**config.mk**
```make
export PLATFORM = sky130hd
export DESIGN_NAME = printf_format_engine
export DESIGN_NICKNAME = d
export VERILOG_FILES = /design/src/hdl/pfe_pkg.sv /design/src/hdl/printf_format_engine.sv /design/src/hdl/pfe_digit_unit.sv
export SDC_FILE = /design/constraint.sdc
export NUM_CORES = 1
export LEC_CHECK = 0
export BUFFER_PORTS_ARGS = -buffer_cell sky130_fd_sc_hd__buf_2
export CAP_MARGIN = 30
export CORE_ASPECT_RATIO = 0.6
export CORE_MARGIN = 4
export CORE_UTILIZATION = 40
export CTS_CLUSTER_SIZE = 16
export DETAILED_ROUTE_END_ITERATION = 8
export PLACE_DENSITY = 0.59
export SLEW_MARGIN = 10
export SYNTH_ARGS = -nofsm -noshare
export SYNTH_HDL_FRONTEND = slang
export SYNTH_SLANG_ARGS = --single-unit
```
**constraint.sdc**
```tcl
create_clock -name i_clk -period 14.4 [get_ports i_clk]
set_input_delay 1.44 -clock i_clk [delete_from_list [all_inputs] [get_ports i_clk]]
set_output_delay 1.44 -clock i_clk [all_outputs]
set_load 0.1 [all_outputs]
```
**src/hdl/pfe_pkg.sv**
```systemverilog
`timescale 1ns / 1ps
`default_nettype none

package pfe_pkg;

    localparam int NUM_DIGITS = 20;
    localparam int IDX_W      = 5;
    localparam int STEP_W     = 7;

    localparam logic [7:0] CH_PERCENT = 8'h25;
    localparam logic [7:0] CH_MINUS   = 8'h2d;
    localparam logic [7:0] CH_ZERO    = 8'h30;
    localparam logic [7:0] CH_LO_A    = 8'h61;

    // conversion selectors
    localparam logic [7:0] CONV_SDEC32 = 8'h64;  // d
    localparam logic [7:0] CONV_SDEC64 = 8'h44;  // D
    localparam logic [7:0] CONV_UDEC32 = 8'h75;  // u
    localparam logic [7:0] CONV_UDEC64 = 8'h55;  // U
    localparam logic [7:0] CONV_HEX32  = 8'h78;  // x
    localparam logic [7:0] CONV_HEX64  = 8'h58;  // X
    localparam logic [7:0] CONV_PTR    = 8'h70;  // p
    localparam logic [7:0] CONV_CHAR   = 8'h63;  // c

    typedef struct packed {
        logic [7:0]  fmt_char;
        logic [63:0] arg_value;
    } t_in_word;

    typedef struct packed {
        logic [7:0] out_char;
        logic       last_of_run;
    } t_out_word;

    typedef enum logic [1:0] {
        ST_IDLE,
        ST_CONV,
        ST_DIGITS,
        ST_CHAR2
    } t_state;

    typedef struct packed {
        logic load;
        logic step;
        logic hex;
    } t_unit_cmd;

    function automatic logic [7:0] digit_char(input logic [3:0] nib);
        if (nib < 4'd10) begin
            digit_char = CH_ZERO + {4'b0, nib};
        end else begin
            digit_char = CH_LO_A + {4'b0, nib} - 8'd10;
        end
    endfunction

endpackage

`default_nettype wire

```
**src/hdl/printf_format_engine.sv**
```systemverilog
`timescale 1ns / 1ps
`default_nettype none

// Output: plain bytes, %c, %% and unknown conversions give their first char in the
// cycle after accept; decimal first runs the bit-serial double-dabble loop of the digit
// unit over the 32-bit (d/u) or 64-bit (D/U) argument, then steps through the digit
// positions, skipping leading zeros; hex steps through the nibbles likewise. Throughput:
// one plain byte per cycle unless output stalls; decimal/hex conversions hold the input.
// Reset: synchronous active-low i_rst_n clears the sequencer, pending-% flag, output valid.
module printf_format_engine import pfe_pkg::*; (
    input  wire       i_clk,
    input  wire       i_rst_n,
    input  wire       i_valid,
    output logic      o_stall,
    input  t_in_word  i_word,
    output logic      o_valid,
    input  wire       i_stall,
    output t_out_word o_word
);

    t_state             r_state, n_state;
    logic               r_pend, n_pend;        // '%' seen, waiting for selector
    logic [7:0]         r_ch, n_ch;            // second char of an unknown conversion
    logic [IDX_W-1:0]   r_idx, n_idx;          // digit position being emitted
    logic [STEP_W-1:0]  r_steps, n_steps;      // double-dabble steps left
    logic               r_started, n_started;  // first significant digit out
    logic               r_out_valid, n_out_valid;
    t_out_word          r_out, n_out;

    t_unit_cmd          w_cmd;
    logic [63:0]        w_value;
    logic [3:0]         w_nib;
    logic               w_slot_free;
    logic               w_in_acc;
    logic [31:0]        w_neg_lo;
    logic [63:0]        w_neg_all;

    // output register frees up when empty or being drained this cycle
    assign w_slot_free = !r_out_valid || !i_stall;
    assign o_stall     = !((r_state == ST_IDLE) && w_slot_free);
    assign w_in_acc    = i_valid && !o_stall;

    // magnitudes of negative args; wraparound gives the true value of the minimum
    assign w_neg_lo  = ~i_word.arg_value[31:0] + 32'd1;
    assign w_neg_all = ~i_word.arg_value + 64'd1;

    pfe_digit_unit u_unit (
        .i_clk   (i_clk),
        .i_cmd   (w_cmd),
        .i_value (w_value),
        .i_idx   (r_idx),
        .o_nib   (w_nib)
    );

    always_comb begin
        n_state     = r_state;
        n_pend      = r_pend;
        n_ch        = r_ch;
        n_idx       = r_idx;
        n_steps     = r_steps;
        n_started   = r_started;
        n_out_valid = r_out_valid;
        n_out       = r_out;
        w_cmd       = '0;
        w_value     = '0;

        if (r_out_valid && !i_stall) begin
            n_out_valid = 1'b0;
        end

        case (r_state)
            ST_IDLE: begin
                if (w_in_acc) begin
                    if (!r_pend) begin
                        if (i_word.fmt_char == CH_PERCENT) begin
                            n_pend = 1'b1;
                        end else begin
                            n_out_valid = 1'b1;
                            n_out       = '{i_word.fmt_char, 1'b1};
                        end
                    end else begin
                        n_pend    = 1'b0;
                        n_started = 1'b0;
                        case (i_word.fmt_char)
                            CONV_SDEC32: begin
                                w_cmd.load = 1'b1;
                                n_steps    = STEP_W'(32);
                                n_idx      = IDX_W'(9);
                                n_state    = ST_CONV;
                                if (i_word.arg_value[31]) begin
                                    n_out_valid = 1'b1;
                                    n_out       = '{CH_MINUS, 1'b0};
                                    w_value     = {w_neg_lo, 32'b0};
                                end else begin
                                    w_value = {i_word.arg_value[31:0], 32'b0};
                                end
                            end
                            CONV_SDEC64: begin
                                w_cmd.load = 1'b1;
                                n_steps    = STEP_W'(64);
                                n_idx      = IDX_W'(NUM_DIGITS - 1);
                                n_state    = ST_CONV;
                                if (i_word.arg_value[63]) begin
                                    n_out_valid = 1'b1;
                                    n_out       = '{CH_MINUS, 1'b0};
                                    w_value     = w_neg_all;
                                end else begin
                                    w_value = i_word.arg_value;
                                end
                            end
                            CONV_UDEC32: begin
                                w_cmd.load = 1'b1;
                                w_value    = {i_word.arg_value[31:0], 32'b0};
                                n_steps    = STEP_W'(32);
                                n_idx      = IDX_W'(9);
                                n_state    = ST_CONV;
                            end
                            CONV_UDEC64: begin
                                w_cmd.load = 1'b1;
                                w_value    = i_word.arg_value;
                                n_steps    = STEP_W'(64);
                                n_idx      = IDX_W'(NUM_DIGITS - 1);
                                n_state    = ST_CONV;
                            end
                            CONV_HEX32: begin
                                w_cmd.load = 1'b1;
                                w_cmd.hex  = 1'b1;
                                w_value    = {32'b0, i_word.arg_value[31:0]};
                                n_idx      = IDX_W'(7);
                                n_state    = ST_DIGITS;
                            end
                            CONV_HEX64, CONV_PTR: begin
                                w_cmd.load = 1'b1;
                                w_cmd.hex  = 1'b1;
                                w_value    = i_word.arg_value;
                                n_idx      = IDX_W'(15);
                                n_state    = ST_DIGITS;
                            end
                            CONV_CHAR: begin
                                n_out_valid = 1'b1;
                                n_out       = '{i_word.arg_value[7:0], 1'b1};
                            end
                            CH_PERCENT: begin
                                n_out_valid = 1'b1;
                                n_out       = '{CH_PERCENT, 1'b1};
                            end
                            default: begin
                                // unknown selector: '%' now, the byte itself next
                                n_out_valid = 1'b1;
                                n_out       = '{CH_PERCENT, 1'b0};
                                n_ch        = i_word.fmt_char;
                                n_state     = ST_CHAR2;
                            end
                        endcase
                    end
                end
            end
            ST_CONV: begin
                w_cmd.step = 1'b1;
                n_steps    = r_steps - STEP_W'(1);
                if (r_steps == STEP_W'(1)) begin
                    n_state = ST_DIGITS;
                end
            end
            ST_DIGITS: begin
                if (!r_started && (w_nib == 4'd0) && (r_idx != '0)) begin
                    n_idx = r_idx - IDX_W'(1);   // leading zero, drop it
                end else if (w_slot_free) begin
                    n_out_valid = 1'b1;
                    n_out       = '{digit_char(w_nib), (r_idx == '0)};
                    n_started   = 1'b1;
                    if (r_idx == '0) begin
                        n_state = ST_IDLE;
                    end else begin
                        n_idx = r_idx - IDX_W'(1);
                    end
                end
            end
            ST_CHAR2: begin
                if (w_slot_free) begin
                    n_out_valid = 1'b1;
                    n_out       = '{r_ch, 1'b1};
                    n_state     = ST_IDLE;
                end
            end
            default: begin
                n_state = ST_IDLE;
            end
        endcase
    end

    always_ff @(posedge i_clk) begin
        if (!i_rst_n) begin
            r_state     <= ST_IDLE;
            r_pend      <= 1'b0;
            r_out_valid <= 1'b0;
            r_started   <= 1'b0;
        end else begin
            r_state     <= n_state;
            r_pend      <= n_pend;
            r_out_valid <= n_out_valid;
            r_started   <= n_started;
        end
    end

    always_ff @(posedge i_clk) begin
        r_ch    <= n_ch;
        r_idx   <= n_idx;
        r_steps <= n_steps;
        r_out   <= n_out;
    end

    assign o_valid = r_out_valid;
    assign o_word  = r_out;

endmodule

`default_nettype wire

```
**src/hdl/pfe_digit_unit.sv**
```systemverilog
`timescale 1ns / 1ps
`default_nettype none

// Shared shift / add-3 unit: one double-dabble step per cycle,
// digit readout by index.
module pfe_digit_unit import pfe_pkg::*; (
    input  wire              i_clk,
    input  t_unit_cmd        i_cmd,
    input  wire [63:0]       i_value,
    input  wire [IDX_W-1:0]  i_idx,
    output logic [3:0]       o_nib
);

    logic [NUM_DIGITS-1:0][3:0] r_bcd, n_bcd;
    logic [63:0]                r_bin, n_bin;
    logic [NUM_DIGITS-1:0][3:0] w_adj;
    logic [4*NUM_DIGITS-1:0]    w_adj_flat;

    always_comb begin
        for (int k = 0; k < NUM_DIGITS; k++) begin
            w_adj[k] = (r_bcd[k] >= 4'd5) ? r_bcd[k] + 4'd3 : r_bcd[k];
        end
    end

    assign w_adj_flat = w_adj;

    always_comb begin
        n_bcd = r_bcd;
        n_bin = r_bin;
        if (i_cmd.load) begin
            if (i_cmd.hex) begin
                n_bcd = {16'b0, i_value};
            end else begin
                n_bcd = '0;
                n_bin = i_value;
            end
        end else if (i_cmd.step) begin
            n_bcd = {w_adj_flat[4*NUM_DIGITS-2:0], r_bin[63]};
            n_bin = {r_bin[62:0], 1'b0};
        end
    end

    always_ff @(posedge i_clk) begin
        r_bcd <= n_bcd;
        r_bin <= n_bin;
    end

    assign o_nib = r_bcd[i_idx];

endmodule

`default_nettype wire

```
==> metrics.md, run 1 <==
| Metric | Value |
|---|---|
| Vias in the first global route | `10500` |
| DRC viols | `0` |
| GRT overflow | `0` |
| DRT antenna net count | `0` |
| GRT Resource Usage Total | `0.237` |
| Drt initial violations | `1442` |
| Clock Latency Late Sink | `470 ps` |
| Yosys top cell area share | `0.404` |
| CTS Buffer Depth | `2` |
| TritonCTS Sinks | `178` |
| WP data required | `14500 ps` |
| Drt wl/cell | `22.5 µm` |
| Synth area leaders | `edfxtp_1 40%, a21oi_1 4.9%, o21ai_0 4.9%` |
| Largest net degree at the start of global routing | `109` |
| CP Launch Point | `i_word[70]` |
| Post-Syn Area | `12800 µm²` |
| Worst-path maximum fanout | `49` |
| Synthesized instance count | `1421` |
| Post CTS Setup Buffer Count | `0` |
| Setup_tns | `0 ps` |
| EDFF count, synth | `173` |
| First-pass GRT wire length | `64.4 mm` |
| Worst rel slew slack | `0.352` |
| Post-CTS Resized | `0` |
| Worst Max-Slew Pin Slew | `972 ps` |
| Number of setup violations in the final report | `0` |
| Slowest CP cell | `nor3b_1` |
| Max Fclk | `218 MHz` |
| Hold wc startpoint | `r_started$_SDFFE_PN0P_` |
| Min-Delay Path Depth | `2` |
| Buf/Inv on CP | `2` |
| Synth warnings | `0` |
| MaxCap Viol Count | `0` |
| Fin nets | `1567` |
| Row count | `50` |
| Pins Over Slew Limit | `0` |
| Worst reg2reg path depth | `10` |
| Placed insts | `1837` |
| Via count | `11700` |
| Total power | `1.10 mW` |
| Post-Route WL | `42.1 mm` |
| Fillers | `3090` |
| Ratio of cells with drive above 1 in the final layout | `0.127` |
| Critical Path, Cell by Cell | `buf_2, nor3b_1, o2111ai_1, a21o_4, nand2_4, buf_4` |
| H-tree depth | `4` |
| Synth cell types | `73` |
| HP Class | `reg2reg` |
| Reg-to-reg startpoint | `r_idx[0]$_SDFFCE_PN1P_` |
| Peak supply drop | `0.0851 mV` |
| CP delay by family, top | `simple AND/OR/NAND/NOR gates` |
| CP Capture Type | `register` |
| Layout area overhead | `10.4%` |
| GP Congestion | `0.895` |
| Die ar. | `35100 µm²` |
| Tcrit/Tclk final | `0.319` |
| Chip Width | `239 µm` |
| Non-Filler Instances | `1874` |
| Asr flop ratio synth | `0` |
| Num ports | `87` |
| Vert. Die Dim | `147 µm` |
| Number of synthesized register bits | `178` |
| Hpwl dp | `30.9 mm` |
| Syn Nets | `1544` |
| Dominant synthesized flop cell | `edfxtp_1` |
| Initial antenna violation count | `1` |
| DR pass1 iterations | `7` |
| Clock Pin Slew Worst Setup and Hold Paths | `70 ps` |
| Area leader, netlist | `edfxtp_1` |
| RSZ-0062 raised after global routing | `no` |
| Core area | `31400 µm²` |
| Critical path type | `in2reg` |
| Power Dens Cells | `77.3 nW/µm²` |
| Vias/cell | `6.22` |
| Hold WS | `491 ps` |
| Outcome | `finished, final reports clean` |
| Minimum clock period | `4590 ps` |
| Sequential-to-total area share from yosys stat | `0.412` |
| Clock Skew | `16.6 ps` |
| CTS root buffer | `clkbuf_16` |
| Post-cts hold buffer count | `0` |
| CP arrival | `4680 ps` |
| CTS tree | `done` |
| Num CTS Buffers | `17` |
| Max incr delay on CP | `720 ps` |
| Mean Syn Cell Area | `9.04 µm²` |
| Startpoint types | `primary input` |
| Lkg Pwr | `4.99 nW` |
| Crit path depth | `6` |
| Port Buffers | `86` |
| Initial core utilization | `0.409` |
| Hold Fails Final Rpt | `0` |
-- stage by stage --
step                worst slack [ps]  utilization  instance area (µm²)
floorplan                       8710            -                12800
global placement                9100        0.432                13600
detailed placement              9100        0.432                13600
CTS                             9550        0.449                14100
global route                    9600        0.451                14200
finish                          9810        0.452                14200
-- logic make-up after synthesis --
kind of cell	Yosys count	share of synthesized area
and+or+nand+nor	493	0.196
AOI/OAI and AO/OA	459	0.220
DFF	178	0.412
buffers and inverters	161	0.0482
xor gates and xnor gates	50	0.0341
adders and majority gates	47	0.0458
muxes	33	0.0438
-- worst register-to-register path, cell delays in order, from the launching register on --
cell and delay [ps]:
edfxtp_1 330, buf_4 400, mux4_2 640, mux2i_1 300, nor3_1 80, a311o_1 400
inv_1 140, ha_1 150, nor4b_1 350, a21oi_1 160, a31oi_1 570
-- layout by cell type (no fill, tap or decap), types with 17 or more instances in the layout --
master / instances
a21oi_1: 125
a31oi_1: 22
buf_2: 86
buf_4: 17
clkbuf_16: 17
edfxtp_1: 173
ha_1: 47
inv_1: 59
mux4_2: 18
nand2_1: 140
nand2b_1: 26
nor2_1: 106
nor3_1: 65
nor3b_1: 32
nor4_1: 18
o21ai_0: 126
o22ai_1: 58
xnor2_1: 31
xor2_1: 19
-- sequential cells by signal, summed over array words and instances, names as in the netlist --
signal and count:
r_ch 8, r_started 1, o_word 9, o_valid 1
r_steps 7, r_idx 5, u_unit.r_bcd 80, r_state 2
u_unit.r_bin 64, r_pend 1
-- path summary, 6_finish.rpt --
path,slack (ps),to
setup / recovery,9810,u_unit.r_bcd[37]$_DFFE_PP_
hold reg to reg,490,r_started$_SDFFE_PN0P_
hold / removal,490,r_started$_SDFFE_PN0P_
setup reg to reg,10510,r_idx[1]$_DFFE_PP_
-- layer usage --
layer | global-route usage | routed length [µm]
met5 | 0 | 0
met4 | 0.0496 | 548
met3 | 0.0533 | 4600
met2 | 0.315 | 16800
met1 | 0.386 | 20200
-- report_power, final --
group / switching, mW / total [mW] / internal [mW] / leakage (nW)
clock: 0.220 / 0.458 / 0.238 / 0.258
combinational: 0.0554 / 0.0764 / 0.0210 / 3.13
sequential: 0.000694 / 0.562 / 0.561 / 1.60
-- area by class of cell --
type	count	area [µm²]	area share
diodes	1	2.50	0.000176
clock buffers	19	433	0.0305
clock inverters	13	111	0.00785
inverters	59	221	0.0156
multi-input cells	1082	6980	0.492
flip-flops and latches	178	5300	0.373
well taps	416	520	0.0367
repair buffers	106	613	0.0432
-- synthesized netlist by cell type, types with 6 or more instances --
cell type	instances
xor2_1	19
a21oi_1	126
a31oi_1	22
nand3_1	15
nand2_1	141
and2_1	7
nor3_1	65
mux2i_1	9
inv_1	59
or4_1	12
buf_2	6
buf_1	7
mux4_2	18
ha_1	47
nor3b_1	32
o311ai_0	6
a21o_1	13
a221oi_1	9
o21ai_0	126
o311a_1	6
nand2b_1	26
o22ai_1	58
xnor2_1	31
o31ai_1	10
edfxtp_1	173
nand4_1	7
nor2b_1	15
nor4_1	20
clkbuf_1	88
a211oi_1	10
a22oi_1	12
o211ai_1	11
or3_1	14
nor2_1	108
mux2_2	6
(Power assumes the default switching activity.)
==> inputs of run 2 (changes only) <==
--- a/config.mk
+++ b/config.mk
@@ -12,7 +12,7 @@
 export CORE_UTILIZATION = 40
 export CTS_CLUSTER_SIZE = 16
 export DETAILED_ROUTE_END_ITERATION = 8
-export PLACE_DENSITY = 0.59
+export PLACE_DENSITY = 0.61
 export SLEW_MARGIN = 10
 export SYNTH_ARGS = -nofsm -noshare
 export SYNTH_HDL_FRONTEND = slang
==> constraint.sdc (replaced) <==
create_clock -name i_clk -period 4.15 [get_ports i_clk]
set_input_delay 0.415 -clock i_clk [delete_from_list [all_inputs] [get_ports i_clk]]
set_output_delay 0.415 -clock i_clk [all_outputs]
set_load 0.1 [all_outputs]
==> metrics.md, run 2 (synthesis results as in run 1) <==
| Metric | Value |
|---|---|
| Core area | `31400 µm² (unchanged)` |
| DRC viols | `0 (unchanged)` |
| Worst-path maximum fanout | `9 (-82%)` |
| DRT antenna net count | `0 (unchanged)` |
| CTS Buffer Depth | `2 (unchanged)` |
| Chip Width | `239 µm (unchanged)` |
| Post-cts hold buffer count | `0 (unchanged)` |
| Clock Skew | `14.3 ps (-2.29 ps)` |
| Lkg Pwr | `5.14 nW (+2.9%)` |
| Initial core utilization | `0.409 (unchanged)` |
| Post-Place Worst Slack | `562 ps (-8530 ps)` |
| Final instance area | `14400 µm² (+1.8%)` |
| Tcrit/Tclk final | `0.853` |
| Vias in the first global route | `10600 (+1.1%)` |
| Initial antenna violation count | `2 (+1)` |
| Number of setup violations in the final report | `0 (unchanged)` |
| Outcome | `finished, final reports clean` |
| Peak supply drop | `0.271 mV (+220%)` |
| Non-Filler Instances | `1894 (+1.1%)` |
| Placed insts | `1860 (+1.3%)` |
| Setup_tns | `0 ps (unchanged)` |
| Drt initial violations | `1511 (+4.8%)` |
| Flop2flop setup slack | `610 ps (-9900 ps)` |
| Worst reg2reg path depth | `10 (unchanged)` |
| Largest Register | `u_unit.r_bcd` |
| MaxCap Viol Count | `0 (unchanged)` |
| Post-Route WL | `44.0 mm (+4.4%)` |
| TritonCTS Sinks | `178 (unchanged)` |
| Fillers | `3056 (-1.1%)` |
| Final setup margin | `611 ps (-9200 ps)` |
| Worst rel slew slack | `0.332 (-0.0195)` |
| Clock Latency Late Sink | `460 ps (about the same)` |
| Uppermost layer routed | `met4` |
| CP arrival | `3710 ps (-970 ps)` |
| Worst Max-Slew Pin Slew | `995 ps (+22.6 ps)` |
| Num ports | `87 (unchanged)` |
| Met2 wire length | `17.0 mm (+1.2%)` |
| Max incr delay on CP | `750 ps (+30 ps)` |
| Hpwl dp | `32.9 mm (+6.6%)` |
| Row count | `50 (unchanged)` |
| Hold wc startpoint | `i_word[71]` |
| Port Buffers | `86 (unchanged)` |
| Final core occ | `0.460 (+0.00809)` |
| Most frequent cells in the layout | `173 x edfxtp_1, 140 x nand2_1, 126 x o21ai_0, 125 x a21oi_1, 106 x nor2_1` |
| Slowest CP cell | `edfxtp_1` |
| Total power | `3.93 mW (+260%)` |
| GRT overflow | `0 (unchanged)` |
| GP Congestion | `0.965 (+7.8%)` |
| Num CTS Buffers | `17 (unchanged)` |
| Pins Over Slew Limit | `0 (unchanged)` |
| GRT Resource Usage Total | `0.244 (+0.00706)` |
| Layout area overhead | `12.3%` |
| Startpoint types | `register` |
| CP Capture Type | `register` |
| Wl on met1 | `21.3 mm (+5.3%)` |
| Max reg flops | `80 (unchanged)` |
| RR Endpoint | `r_idx[1]$_DFFE_PP_` |
| Die ar. | `35100 µm² (unchanged)` |
| Met3 wire length | `5.03 mm (+9.4%)` |
| WHS Endpoint | `r_ch[7]$_DFFE_PP_` |
| Max Fclk | `283 MHz` |
| Multi-input logic area | `6980 µm² (unchanged)` |
| Largest net degree at the start of global routing | `70 (-36%)` |
| DR pass1 iterations | `6 (-1)` |
| Drt wl/cell | `23.2 µm (+3.3%)` |
| Critical Path, Cell by Cell | `mux4_2, mux2i_1, nor3_1, a311o_1, inv_1, ha_1, nor4b_1, a21oi_1, a31oi_1, buf_4` |
| CTS root buffer | `clkbuf_16` |
| Vias/cell | `6.40 (+2.8%)` |
| Post CTS Setup Buffer Count | `0 (unchanged)` |
| Critical path type | `reg2reg` |
| Leading cell type in the layout, fill and taps excluded | `edfxtp_1` |
| Via count | `12100 (+3.9%)` |
| Post-CTS Resized | `0 (unchanged)` |
| Reg-to-reg startpoint | `r_idx[0]$_SDFFCE_PN1P_` |
| Min-Delay Path Depth | `1 (-1)` |
| Hold WS | `212 ps (-278 ps)` |
| Ratio of cells with drive above 1 in the final layout | `0.142 (+0.0146)` |
| Clock Pin Slew Worst Setup and Hold Paths | `70 ps (about the same)` |
| Power Dens Cells | `272 nW/µm² (+250%)` |
| HP Class | `in2reg` |
| Vert. Die Dim | `147 µm (unchanged)` |
| H-tree depth | `4 (unchanged)` |
| RSZ-0062 raised after global routing | `no` |
| Sequential Area | `5300 µm² (unchanged)` |
| Placed cell area | `13800 µm² (+1.9%)` |
| WP data required | `4320 ps (-10180 ps)` |
| First-pass GRT wire length | `66.0 mm (+2.5%)` |
| Fin nets | `1586 (+1.2%)` |
| CTS tree | `done` |
| Hold Fails Final Rpt | `0 (unchanged)` |
| Minimum clock period | `3540 ps` |
[run 2: changes by cell type in the layout (fill, tap and decap cells not counted), sizes merged]
cell	delta
clkbuf	-3
clkinvlp	-2
bufinv	+1
buf	+20
clkinv	-1
diode	+1
inv	+4
[run 2: area by class of cell]
| type | count | share of cell area |
|---|---|---|
| timing repair buffer | 125 | 0.0562 |
| antenna | 2 | 0.000347 |
| inverter | 59 | 0.0153 |
| clock inverter | 15 | 0.0120 |
| clock buffer | 17 | 0.0295 |
| sequential | 178 | 0.367 |
| tap | 416 | 0.0361 |
| multi-input combinational | 1082 | 0.484 |
[run 2: critical path, delay by kind of cell (launching register included)]
| family | cells | cell delay, ps |
|---|---|---|
| mux | 2 | 840 |
| simple gates | 2 | 450 |
| compound gates | 3 | 740 |
| buf+inv | 2 | 320 |
| flops | 1 | 750 |
| fa+ha+maj | 1 | 160 |
[run 2: worst max-delay path by stage]
stage / to / cells past startpoint / start / slack (ps)
after floorplan: u_unit.r_bcd[0]$_DFFE_PP_ / 7 / o_valid$_SDFF_PN0_ / 340
after global placement: r_idx[0]$_SDFFCE_PN1P_ / 10 / r_idx[0]$_SDFFCE_PN1P_ / 610
after detailed placement: u_unit.r_bin[48]$_DFFE_PP_ / 10 / i_word[0] / 560
after CTS: r_idx[0]$_SDFFCE_PN1P_ / 10 / r_idx[0]$_SDFFCE_PN1P_ / 580
after global routing: r_idx[0]$_SDFFCE_PN1P_ / 10 / r_idx[0]$_SDFFCE_PN1P_ / 400
final: r_idx[1]$_DFFE_PP_ / 10 / r_idx[0]$_SDFFCE_PN1P_ / 610
[run 2: report_power, final]
part	switching, mW	internal, mW	total, mW
registers	0.00237	1.95	1.95
clock network	0.803	0.908	1.71
logic	0.196	0.0746	0.271
[run 2: metal layers]
metal / vias to the layer above / global-route usage
li1: 5462 / -
met1: 5892 / 0.402
met2: 713 / 0.315
met3: 52 / 0.0568
met4: 0 / 0.0568
met5: - / 0
